**src/hdl/swm_pkg.sv**
```systemverilog
// ----------------------------------------------------------------------------
// Sliding-window median package
// Shared sizes and the record types that pass between neighbouring cells of
// the sorted cell row.
// ----------------------------------------------------------------------------
package swm_pkg;

	// Largest window and sample width.
	localparam int MAX_WINDOW  = 32;
	localparam int SAMPLE_BITS = 32;

	// Width of the window length register.
	localparam int WLEN_BITS = 6;

	// Age of a sample within the window, and the fill count (0 to MAX_WINDOW).
	localparam int AGE_W   = (MAX_WINDOW > 1) ? $clog2(MAX_WINDOW) : 1;
	localparam int COUNT_W = $clog2(MAX_WINDOW + 1);

	// Window length after reset.
	localparam logic [WLEN_BITS-1:0] WLEN_RESET = WLEN_BITS'(3);

	// Contents of one cell of the sorted row.
	typedef struct packed {
		logic                   valid;
		logic [SAMPLE_BITS-1:0] val;
		logic [AGE_W-1:0]       age;
	} cell_t;

	// Passed upwards: removal seen at or below, and the row after removal.
	typedef struct packed {
		logic  rb;
		logic  gt_post;
		cell_t post;
	} up_link_t;

	// Passed downwards: a cell's current contents and its comparison.
	typedef struct packed {
		logic  gt;
		cell_t cur;
	} dn_link_t;

endpackage

```
**src/hdl/swm_cell.sv**
```systemverilog
// ----------------------------------------------------------------------------
// Sorted row cell
// Holds one sample of the window with its age. On each transaction the cell
// takes part in removing the oldest sample and inserting the new one, using
// only its own contents and those of its two neighbours.
// ----------------------------------------------------------------------------
module swm_cell (
	input  logic                              clk,
	input  logic                              arst_n,
	input  logic                              step,
	input  logic                              wipe,
	input  logic                              kill,
	input  logic                              full,
	input  logic [swm_pkg::AGE_W-1:0]         oldest_age,
	input  logic [swm_pkg::SAMPLE_BITS-1:0]   sample_in,
	input  swm_pkg::up_link_t                 from_below,
	input  swm_pkg::dn_link_t                 from_above,
	output swm_pkg::up_link_t                 to_above,
	output swm_pkg::dn_link_t                 to_below,
	output swm_pkg::cell_t                    state
);
	import swm_pkg::*;

	logic             valid_q;
	logic [SAMPLE_BITS-1:0] val_q;
	logic [AGE_W-1:0] age_q;

	cell_t eff;
	cell_t post;
	cell_t nxt;
	logic  gt;
	logic  rm;
	logic  rb;
	logic  gt_post;

	// Current contents; a restart, or a fill count above the window length, empties the row for this transaction.
	always_comb begin
		eff.valid = valid_q & ~kill;
		eff.val   = val_q;
		eff.age   = age_q;
	end

	// An empty cell sorts above every sample.
	assign gt = !eff.valid || ($signed(eff.val) > $signed(sample_in));

	// The oldest sample leaves once the window is full.
	assign rm = eff.valid && full && (eff.age == oldest_age);
	assign rb = from_below.rb | rm;

	// Row after removal: cells at or above the removed one close the gap.
	assign post    = rb ? from_above.cur : eff;
	assign gt_post = rb ? from_above.gt : gt;

	assign to_above.rb      = rb;
	assign to_above.gt_post = gt_post;
	assign to_above.post    = post;
	assign to_below.gt      = gt;
	assign to_below.cur     = eff;
	assign state.valid      = valid_q;
	assign state.val        = val_q;
	assign state.age        = age_q;

	// Insertion: shift up above the new sample, take it at its place.
	always_comb begin
		if (from_below.gt_post) begin
			nxt     = from_below.post;
			nxt.age = from_below.post.age + AGE_W'(from_below.post.valid);
		end else if (gt_post) begin
			nxt.valid = 1'b1;
			nxt.val   = sample_in;
			nxt.age   = '0;
		end else begin
			nxt     = post;
			nxt.age = post.age + AGE_W'(post.valid);
		end
	end

	// Occupancy flag.
	always_ff @(posedge clk or negedge arst_n) begin
		if (!arst_n) begin
			valid_q <= 1'b0;
		end else if (wipe) begin
			valid_q <= 1'b0;
		end else if (step) begin
			valid_q <= nxt.valid;
		end
	end

	// Sample and age.
	always_ff @(posedge clk) begin
		if (step) begin
			val_q <= nxt.val;
			age_q <= nxt.age;
		end
	end

endmodule

```
**config.mk**
```make
export PLATFORM = sky130hd
export DESIGN_NAME = swm_cell
export DESIGN_NICKNAME = d
export VERILOG_FILES = /design/src/hdl/swm_pkg.sv /design/src/hdl/swm_cell.sv
export SDC_FILE = /design/constraint.sdc
export NUM_CORES = 1
export LEC_CHECK = 0
export BUFFER_PORTS_ARGS = -buffer_cell sky130_fd_sc_hd__clkbuf_2
export CORE_MARGIN = 1.5
export CORE_UTILIZATION = 45
export DETAILED_ROUTE_END_ITERATION = 7
export PLACE_DENSITY = 0.88
export SYNTH_ARGS = -nofsm -noshare
export SYNTH_HDL_FRONTEND = slang
export SYNTH_SLANG_ARGS = --single-unit
```
**constraint.sdc**
```tcl
create_clock -name clk -period 4.3 [get_ports clk]
set_input_delay 0.86 -clock clk [delete_from_list [all_inputs] [get_ports clk]]
set_output_delay 0.86 -clock clk [all_outputs]
set_load 0.03 [all_outputs]
```
Word-level counts from Yosys, hierarchy flattened. Cells that the tools add are included.

Reduce and logical (&&, ||, !) cells: 5. Magnitude comparators: 1. Bitwise logic cells: 3. Add/subtract/negate cells: 2. Mux-type cells: 6. Eq/ne operators: 1.

Operators by type and width (count): $mux W38 (3); $gt A32 B32 Y1 (1); $add A5 B1 Y5 (2); $eq A5 B5 Y1 (1); $mux W1 (3); $logic_and A1 B1 Y1 (2); $reduce_bool A2 Y1 (1); $and A1 B1 Y1 (1); $logic_not A1 Y1 (1); $logic_or A1 B1 Y1 (1); $not A1 Y1 (1); $or A1 B1 Y1 (1).

Bits of input ports: 122. Logic and storage cells: 21. Output and inout port bits: 117. Register bits: 38.

Depth between registers and ports, before layout. Gate-level depths: netlist of the first run.

Depth in word-level cells: 11. Gate-level depth with buffers: 12. Depth with buffers taken out: 10.

Worst setup path before layout of the first run. OpenSTA, ideal clock, no wires.

Path type: input -> output. Start: input sample_in[30] (netlist name). End: output to_above[38] (netlist name). Required time: 3440 ps. Buffers on the path: 1. Arrival time: 3106 ps. Path slack: 334 ps. Stages on the path: 9. Cells stage by stage: inv_1 -> ha_1 -> nand4_2 -> or4_1 -> or3_1 -> a31oi_1 -> o21ai_4 -> o21ai_2 -> buf_4.

Longest elaborated chain between the ends: 3.

RTL lines: from (decl) (line swm_cell.sv:15) `input logic [swm_pkg::SAMPLE_BITS-1:0] sample_in,`; $gt A32 B32 Y1 (line swm_cell.sv:44) `assign gt = !eff.valid || ($signed(eff.val) > $signed(sample_in));`; $logic_or A1 B1 Y1 (line swm_cell.sv:44); $mux W1 (line swm_cell.sv:52) `assign gt_post = rb ? from_above.gt : gt;`; to (decl) (line swm_cell.sv:18) `output swm_pkg::up_link_t to_above,`.

No other way between the ends.

==> results of run 1 <==
cell families after synthesis:
kind of cell    after synthesis
compound gates              133
xor+xnor                     11
fa+ha+maj                    36
buf+inv                     108
flops                        38
mux                          38
simple gates                114
synth_stat cells, drive strengths merged (2+ instances only):
| cell | number | share of area (%) |
|---|---|---|
| a211oi | 34 | 6.5 |
| a21o | 4 | 0.73 |
| a21oi | 45 | 5.3 |
| and3 | 5 | 0.73 |
| buf | 47 | 8.5 |
| clkbuf | 26 | 3.0 |
| edfxtp | 37 | 26 |
| ha | 36 | 11 |
| inv | 35 | 3.1 |
| mux2 | 37 | 9.7 |
| nand2 | 44 | 3.9 |
| nand2b | 35 | 5.1 |
| nand3 | 7 | 0.82 |
| nand4 | 8 | 1.3 |
| nor2 | 4 | 0.35 |
| nor2b | 2 | 0.29 |
| nor4 | 2 | 0.29 |
| o21ai | 9 | 1.4 |
| o31ai | 35 | 6.7 |
| xnor2 | 6 | 1.2 |
| xor2 | 5 | 1.0 |
metrics by stage:
| step | hold WS, ns | instance area (um2) |
|---|---|---|
| finish | 0.3217 | 5346 |
| global route | 0.3044 | 5346 |
| CTS | 0.3130 | 5346 |
| detailed placement | 0.5588 | 5255 |
| global placement | 0.5479 | 5255 |
| floorplan | 0.5018 | 4282 |
power by group through the flow:
stage	clock network, mW	logic, mW	registers [mW]
2_1_floorplan	0	0.463	0.532
3_3_place_gp	0	0.668	0.486
3_5_place_dp	0	0.684	0.489
4_1_cts	0.275	0.686	0.480
5_1_grt	0.287	0.741	0.485
6_report	0.265	0.685	0.480
final timing paths:
kind,start,to,slack [ns],depth (start not counted)
worst min register to register,valid_q$_DFFE_PN0P_,valid_q$_DFFE_PN0P_,0.57,2
worst max-delay path,sample_in[23],to_above[38],0.15,11
max in group asynchronous,arst_n,valid_q$_DFFE_PN0P_,3.90,1
worst min-delay path,arst_n,valid_q$_DFFE_PN0P_,0.32,1
min in group clk,valid_q$_DFFE_PN0P_,valid_q$_DFFE_PN0P_,0.57,2
worst max register to register,val_q[31]$_DFFE_PP_,val_q[22]$_DFFE_PP_,0.81,9
metal layers:
metal	GRT usage [%]	wire length [um]	vias to the layer above	share of wire, %
li1	-	-	2069	-
met1	30.20	5241	2004	41
met2	46.89	6657	226	52
met3	3.051	890	15	6.9
met4	6.176	136	0	1.1
met5	0	0	-	0
placed cells by master (no fill, tap or decap), types with 2 or more instances in the layout:
master	synthesis	layout
a211oi_1	29	29
a211oi_2	5	5
a21o_1	3	3
a21oi_1	44	44
and3_1	5	5
buf_4	41	12
clkbuf_2	0	238
clkbuf_8	3	6
edfxtp_1	37	37
ha_1	36	36
inv_1	35	35
mux2_2	37	37
nand2_1	44	44
nand2b_1	35	34
nand3_1	7	7
nand4_1	7	7
nor2_1	4	3
nor2b_1	2	2
nor4_1	2	2
o21ai_0	7	7
o31ai_1	30	30
o31ai_2	5	5
xnor2_1	6	6
xor2_1	5	5
flip-flops by register name (all words and copies together), names as in the netlist:
name and count:
valid_q 1, age_q 5, val_q 32
layout make-up:
type | count | area, um2
Fill cell | 820 | 3894
Timing Repair Buffer | 250 | 1281
Clock buffer | 7 | 86.33
Inverter | 35 | 131.4
Multi-Input combinational cell | 332 | 2545
Clock inverter | 1 | 5.005
Sequential cell | 38 | 1136
Tap cell | 129 | 161.4
worst max-delay path, stage by stage:
cell	delay, ns
clkbuf_2	0.09
inv_1	0.04
ha_1	0.32
nand4_1	0.17
or4_1	0.54
or3_1	0.35
a31oi_1	0.18
buf_4	0.15
o21ai_4	0.12
o21ai_2	0.21
clkbuf_2	0.24
==> metrics.md, run 1 <==
| Metric | Value |
|---|---|
| Status | `complete, no violations` |
| Largest net degree at the start of global routing | `65` |
| CTS tree | `done` |
| Ys async rst share | `2.632%` |
| H-tree depth | `2` |
| GP Congestion | `0.8176` |
| YS warnings | `0` |
| Setup Buffers After CTS | `0` |
| Crit path DAT | `3.29 ns` |
| Inserted Clock Buffers | `5` |
| Post-synthesis sequential area ratio | `26.53%` |
| Area Growth Syn to Fin | `24.87%` |
| Seq pwr share | `33.6%` |
| EDFF count, synth | `37` |
| Hold Crit Class | `primary input to async pin` |
| Hpwl dp | `9.833 mm` |
| Worst slew pin tran | `1.294 ns` |
| Post-synthesis compound-gate area fraction | `22.27%` |
| Clk pin slew, worst setup/hold paths | `0.09 ns` |
| Number of remaining DRC errors | `0` |
| Syn Nets | `636` |
| CP Data Required Time | `3.44 ns` |
| Die area | `10110 um2` |
| Mapped Cells | `478` |
| DR vias/cell | `5.447` |
| Most common flop cell mapped by yosys | `edfxtp_1` |
| Post-synth design cell area | `4282 um2` |
| WL/cell | `16.32 um` |
| Port bufs | `238` |
| Layout cells sized above 1 | `47.51%` |
| Initial Util | `46.34%` |
| Vias in the first global route | `4185` |
| DRT iter0 DRCs | `171` |
| CTS sink cnt | `38` |
| PostCTS Resize Cnt | `0` |
| Fin crit period | `4.147 ns` |
| RSZ-0062 raised after global routing | `no` |
| Simple-gate share of the synthesized area | `13.94%` |
| Grt total ovfl | `0` |
| Worst skew pair latency | `0.29 ns` |
| Core area | `9240 um2` |
| Die Y | `100.5 um` |
| Final Non-Filler Cells | `792` |
| Switching pwr | `0.6174 mW` |
| Die Width | `100.5 um` |
| Post-Place Setup Slack | `0.1872 ns` |
| Overall routing resource usage | `25.00%` |
| Synthesized area per cell | `8.957 um2` |
| Slew HR | `13.75%` |
| Final worst-path cycle share | `96.45%` |
| Startpoint Class | `primary input` |
| Internal power | `0.8132 mW` |
| Root Driver | `clkbuf_8` |
| Clock network power share | `18.5%` |
| Switching part of the total | `43.16%` |
| Final Setup Violations | `0` |
| VDD IR-drop max | `136.2 uV` |
| I/O pins | `239` |
| Global-route wire length before repair | `20.09 mm` |
| Critical path class | `primary input to primary output` |
| Critical Path End Type | `primary output` |
| Leakage | `2.626 nW` |
| PwrDens | `267.6 nW/um2` |
| Max Buffers Root-to-Sink | `2` |
| # placed instances | `784` |
| Post-layout util | `57.86%` |
| Final Power | `1.431 mW` |
| Final nets | `820` |
| Clock skew | `0.009991 ns` |
| Netlist cell types | `46` |
| Via count | `4314` |
| FMAX | `0.2411 GHz` |
| Initial antenna violation count | `0` |
| Worst-path fanout max | `10` |
| Largest family of logic cells by synthesized area | `compound AO/OA/AOI/OAI gates` |
| DR pass1 iterations | `5` |
| Setup Total Neg Slack | `0 ns` |
| Row count | `35` |
| Mux share of post-synthesis cell area | `9.965%` |
| ANT cells | `0` |
| Final Max Tran Viols | `0` |
| DRT antenna net count | `0` |
| Maxcap violations | `0` |
| Post-Synth XOR/XNOR Area | `2.250%` |
| Final Hold Viols | `0` |
| Post-Synth Adder-Cell Area | `10.52%` |
| Post-synthesis register bit count | `38` |
| Setup ws final | `0.1527 ns` |
| Hold_buf cts | `0` |
| Comb power frac | `47.9%` |
| Total wire length | `12.93 mm` |
Power figures use the tool's default switching activity.
==> inputs of run 2 (changes only) <==
==> constraint.sdc (replaced) <==
create_clock -name clk -period 4.3 [get_ports clk]
set_input_delay 0 -clock clk [delete_from_list [all_inputs] [get_ports clk]]
set_output_delay 0 -clock clk [all_outputs]
set_load 0.03 [all_outputs]
==> run 2 against run 1 <==
Effect of this change: sequential share of layout area fell by 0.75 points; maximum frequency is 12% higher; hold slack got worse by 0.31 ns; first-iteration DRC count rose by 13%; final cell count grew 2.4%; routed wire length grew 5.0%; largest power group unchanged; highest routed layer unchanged.
==> metrics.md, run 2 (synthesis gave the netlist of run 1 again) <==
| Metric | Value |
|---|---|
| Status | `complete, no violations` |
| Grt total ovfl | `0` |
| Initial antenna violation count | `0` |
| Largest register FFs | `32` |
| Final Max Tran Viols | `0` |
| Slew HR | `26.52%` |
| Die area | `10110 um2` |
| Fin crit period | `3.710 ns` |
| Critical Path End Type | `primary output` |
| # placed instances | `777` |
| Clock skew | `0.009730 ns` |
| Maxcap violations | `0` |
| Final Setup Violations | `0` |
| Total wire length | `13.57 mm` |
| Commonest non-fill, non-tap cell in the layout | `clkbuf_2` |
| Clk pin slew, worst setup/hold paths | `0.08 ns` |
| Row count | `35` |
| GP Congestion | `0.7828` |
| DRT antenna net count | `0` |
| Largest regs | `val_q: 32 flops, age_q: 5 flops, valid_q: 1 flops` |
| Critical path class | `flip-flop to primary output` |
| Worst-path fanout max | `34` |
| DR pass1 iterations | `4` |
| H-tree depth | `2` |
| Largest net degree at the start of global routing | `77` |
| Final nets | `839` |
| Layout cells sized above 1 | `44.87%` |
| Root Driver | `clkbuf_8` |
| Crit path DAT | `3.71 ns` |
| Comb power frac | `48.8%` |
| Final Non-Filler Cells | `811` |
| Post-layout util | `59.99%` |
| Switching pwr | `0.6250 mW` |
| Internal power | `0.8060 mW` |
| Hold Path Depth | `3` |
| Global-route wire length before repair | `20.87 mm` |
| DR vias/cell | `5.462` |
| Max Buffers Root-to-Sink | `2` |
| Switching part of the total | `43.68%` |
| Hold slack | `0.01433 ns` |
| Via count | `4430` |
| CTS sink cnt | `38` |
| Worst R2R Path Depth | `8` |
| Fill cells | `805` |
| Initial Util | `46.34%` |
| Clock network power share | `17.7%` |
| Reg with most FFs | `val_q` |
| ANT cells | `0` |
| Number of remaining DRC errors | `0` |
| RSZ-0062 raised after global routing | `no` |
| Final Hold Viols | `0` |
| Placed Area | `5202 um2` |
| DRT iter0 DRCs | `193` |
| FMAX | `0.2695 GHz` |
| Port bufs | `238` |
| Worst skew pair latency | `0.29 ns` |
| Area Growth Syn to Fin | `29.46%` |
| I/O pins | `239` |
| Setup Total Neg Slack | `0 ns` |
| Most frequent cells in the layout | `clkbuf_2, a21oi_1, nand2_1` |
| Hold Crit Class | `primary input to flip-flop` |
| Vias in the first global route | `4366` |
| Finished Cell Area | `5543 um2` |
| VDD IR-drop max | `154.3 uV` |
| Final worst-path cycle share | `86.29%` |
| Worst slew pin tran | `1.102 ns` |
| Setup Buffers After CTS | `0` |
| Leakage | `2.694 nW` |
| WL/cell | `16.73 um` |
| Core area | `9240 um2` |
| Seq pwr share | `33.5%` |
| Die Width | `100.5 um` |
| PwrDens | `258.2 nW/um2` |
| Overall routing resource usage | `25.93%` |
| Die Y | `100.5 um` |
| Hpwl dp | `9.835 mm` |
| Inserted Clock Buffers | `5` |
| Startpoint Class | `flip-flop` |
| CP Data Required Time | `4.30 ns` |
| CTS tree | `done` |
run 2: cell count changes in the layout (fill, tap and decap cells not counted):
| cell | change |
|---|---|
| buf_4 | -7 |
| clkbuf_1 | +2 |
| clkbuf_8 | -1 |
| clkinv_2 | -1 |
| dlygate4sd3_1 | +26 |
run 2: what timing repair did:
action,CTS,global route
endpoints found under the hold margin,26,0
hold buffers,26,0
resized for setup,0,0
run 2: cell type report:
class	instances	area, um2	area share [%]
multi-input cells	332	2545	45.91
well taps	129	161.4	2.912
clock buffers	8	80.08	1.445
inverters	35	131.4	2.370
repair buffers	269	1489	26.86
flip-flops and latches	38	1136	20.50
run 2: worst paths after layout:
kind	startpoint	end	slack [ns]
max reg2reg	val_q[29]$_DFFE_PP_	val_q[29]$_DFFE_PP_	0.61
min in group asynchronous	arst_n	valid_q$_DFFE_PN0P_	0.02
max	val_q[29]$_DFFE_PP_	to_above[38]	0.59
max in group asynchronous	arst_n	valid_q$_DFFE_PN0P_	4.19
min	from_below[25]	val_q[20]$_DFFE_PP_	0.01
min reg2reg	valid_q$_DFFE_PN0P_	valid_q$_DFFE_PN0P_	0.58
run 2: metal layers:
metal / part of all wire (%) / wire length (um) / track usage, % / up-vias
met5: 0 / 0 / 0 / -
met4: 1.6 / 223 / 7.259 / 0
met3: 6.8 / 919 / 3.745 / 23
met2: 52 / 7062 / 49.03 / 233
met1: 40 / 5365 / 30.30 / 2069
li1: - / - / - / 2105
run 2: worst max-delay path, cell delays in order, from the launching register on:
cell      delay, ns
edfxtp_1       0.46
ha_1           0.36
nand4_2        0.15
or4_1          0.58
or3_1          0.36
and4_4         0.22
o21ai_4        0.79
o21ai_2        0.24
clkbuf_2       0.25
run 2: stage by stage:
stage          power [mW]  worst slack [ns]
6_report            1.431            0.5897
3_5_place_dp        1.162            0.6801
2_1_floorplan      0.9959             1.143
4_1_cts             1.437            0.5833
5_1_grt             1.507            0.3856
3_3_place_gp        1.141            0.8958
run 2: power by group through the flow:
stage / Combinational, mW / Clock (mW) / Sequential (mW)
after global placement: 0.658 / 0 / 0.484
after detailed placement: 0.674 / 0 / 0.488
after CTS: 0.695 / 0.262 / 0.479
final: 0.699 / 0.253 / 0.479
after global routing: 0.748 / 0.274 / 0.484
after floorplan: 0.463 / 0 / 0.532
==> inputs of run 3 (changes only) <==
HOLD_SLACK_MARGIN = 0.06   (was default)
==> run 3 against run 2 <==
Effect of this change: clock power barely moved; largest cell class unchanged; first-iteration DRC count down 14%; hold slack better by 0.11 ns; flip-flop and latch count unchanged; utilization increased by 0.97 points; total power rose by 0.64%; largest power group unchanged; clock-buffer cell count stayed put; critical path depth stayed put.
==> metrics.md, run 3 (synthesis gave the netlist of run 1 again) <==
| Metric | Value |
|---|---|
| Largest regs | `val_q: 32 flops, age_q: 5 flops, valid_q: 1 flops` |
| Overall routing resource usage | `26.30%` |
| VDD IR-drop max | `146.3 uV` |
| R2r setup slk | `0.63 ns` |
| Core area | `9240 um2` |
| Gr busiest metal | `met2` |
| Maxcap violations | `0` |
| CTS sink cnt | `38` |
| Final Setup Violations | `0` |
| Finished Cell Area | `5633 um2` |
| Crit path DAT | `3.70 ns` |
| Area Growth Syn to Fin | `31.56%` |
| DRT iter0 DRCs | `166` |
| Slowest cell delay on critical path | `0.80 ns` |
| Post-Place Setup Slack | `0.6801 ns` |
| DR pass1 iterations | `5` |
| Most frequent cells in the layout | `clkbuf_2, a21oi_1, nand2_1` |
| FMAX | `0.2701 GHz` |
| Worst-path fanout max | `34` |
| CTS tree | `done` |
| Critical Path End Type | `primary output` |
| CP Depth | `8` |
| Met2 usage | `49.82%` |
| CP Data Required Time | `4.30 ns` |
| Global-route wire length before repair | `21.19 mm` |
| Met1 GRT Util | `30.63%` |
| Critical path class | `flip-flop to primary output` |
| Root Driver | `clkbuf_8` |
| Startpoint Class | `flip-flop` |
| GP Congestion | `0.7828` |
| Final Power | `1.440 mW` |
| # placed instances | `777` |
| Status | `complete, no violations` |
| Final Non-Filler Cells | `820` |
| Hold Crit Class | `primary input to flip-flop` |
| DRT antenna net count | `0` |
| Commonest non-fill, non-tap cell in the layout | `clkbuf_2` |
| Final Hold Viols | `0` |
| Leakage | `2.731 nW` |
| Clock skew | `0.005209 ns` |
| Delay-heaviest family, CP | `simple AND/OR/NAND/NOR gates` |
| Worst slew pin tran | `1.102 ns` |
| Hpwl dp | `9.835 mm` |
| Slew HR | `26.52%` |
| Via count | `4511` |
| Setup Total Neg Slack | `0 ns` |
| Reg with most FFs | `val_q` |
| Layout cells sized above 1 | `44.28%` |
| Final nets | `848` |
| Largest net degree at the start of global routing | `77` |
| Placed Area | `5202 um2` |
| Fin crit period | `3.702 ns` |
| H-tree depth | `2` |
| Final worst-path cycle share | `86.10%` |
| Final Max Tran Viols | `0` |
| Critical-path top delay cell | `o21ai_4` |
| DR vias/cell | `5.501` |
| Die Y | `100.5 um` |
| Grt total ovfl | `0` |
| Max Buffers Root-to-Sink | `2` |
| I/O pins | `239` |
| CP bufs+invs | `1` |
| PwrDens | `255.7 nW/um2` |
| ANT cells | `0` |
| Initial antenna violation count | `0` |
| Largest register FFs | `32` |
| WL/cell | `16.83 um` |
| Row count | `35` |
| Total wire length | `13.80 mm` |
| M3 GR Usage | `4.022%` |
| Setup Buffers After CTS | `0` |
| Storage cell area | `1136 um2` |
| Crit-path cells | `ha_1 -> nand4_2 -> or4_1 -> or3_1 -> and4_4 -> o21ai_4 -> o21ai_2 -> clkbuf_2` |
| Vias in the first global route | `4425` |
| Setup ws final | `0.5979 ns` |
| RSZ-0062 raised after global routing | `no` |
| Die area | `10110 um2` |
| Worst skew pair latency | `0.29 ns` |
| Fill cells | `790` |
| Number of remaining DRC errors | `0` |
| Inserted Clock Buffers | `5` |
| Worst R2R Path Depth | `8` |
| Initial Util | `46.34%` |
| Hold Path Depth | `5` |
| Port bufs | `238` |
| Multi-input gate area | `2545 um2` |
| Die Width | `100.5 um` |
| Clk pin slew, worst setup/hold paths | `0.08 ns` |
[run 3: cell types whose count changed in the layout (fill, tap and decap cells not counted)]
cell / delta
dlygate4sd3_1: +9
[run 3: timing repair]
item / in CTS / in global routing
hold buffers: 35 / 0
hold endpoints to repair: 34 / 0
gates resized for setup: 0 / 0
[run 3: layout make-up]
| type | instances | share of cell area (%) |
|---|---|---|
| Tap cell | 129 | 2.865 |
| Inverter | 35 | 2.332 |
| Sequential cell | 38 | 20.17 |
| Clock buffer | 8 | 1.422 |
| Timing Repair Buffer | 278 | 28.03 |
| Multi-Input combinational cell | 332 | 45.18 |
[run 3: metrics by stage]
stage | utilization, % | hold WS (ns)
6_report | 60.96 | 0.1219
5_1_grt | 60.96 | 0.1442
4_1_cts | 60.96 | 0.1135
3_5_place_dp | 56.30 | -0.2238
3_3_place_gp | 56.30 | -0.2248
2_1_floorplan | - | -0.2956
[run 3: path summary, 6_finish.rpt]
check | start | end
max | val_q[29]$_DFFE_PP_ | to_above[38]
min | from_below[37] | valid_q$_DFFE_PN0P_
max reg2reg | val_q[29]$_DFFE_PP_ | val_q[29]$_DFFE_PP_
min reg2reg | valid_q$_DFFE_PN0P_ | valid_q$_DFFE_PN0P_
max in group asynchronous | arst_n | valid_q$_DFFE_PN0P_
min in group asynchronous | arst_n | valid_q$_DFFE_PN0P_
[run 3: worst reg2reg max path: stages (launching register included)]
cell and delay (ns):
edfxtp_1 0.45, ha_1 0.35, nand4_2 0.15, or4_1 0.58
or3_1 0.36, and4_4 0.22, o21ai_4 0.80, a211oi_1 0.21
o31ai_1 0.35
[run 3: metal layers]
| metal | wire length (um) | vias up |
|---|---|---|
| li1 | - | 2125 |
| met1 | 5446 | 2118 |
| met2 | 7149 | 246 |
| met3 | 999 | 22 |
| met4 | 207 | 0 |
| met5 | 0 | - |
[run 3: report_power, final]
part	internal [mW]	total, mW	switching (mW)
Sequential	0.446	0.479	0.0334
Clock	0.116	0.255	0.139
Combinational	0.250	0.706	0.457
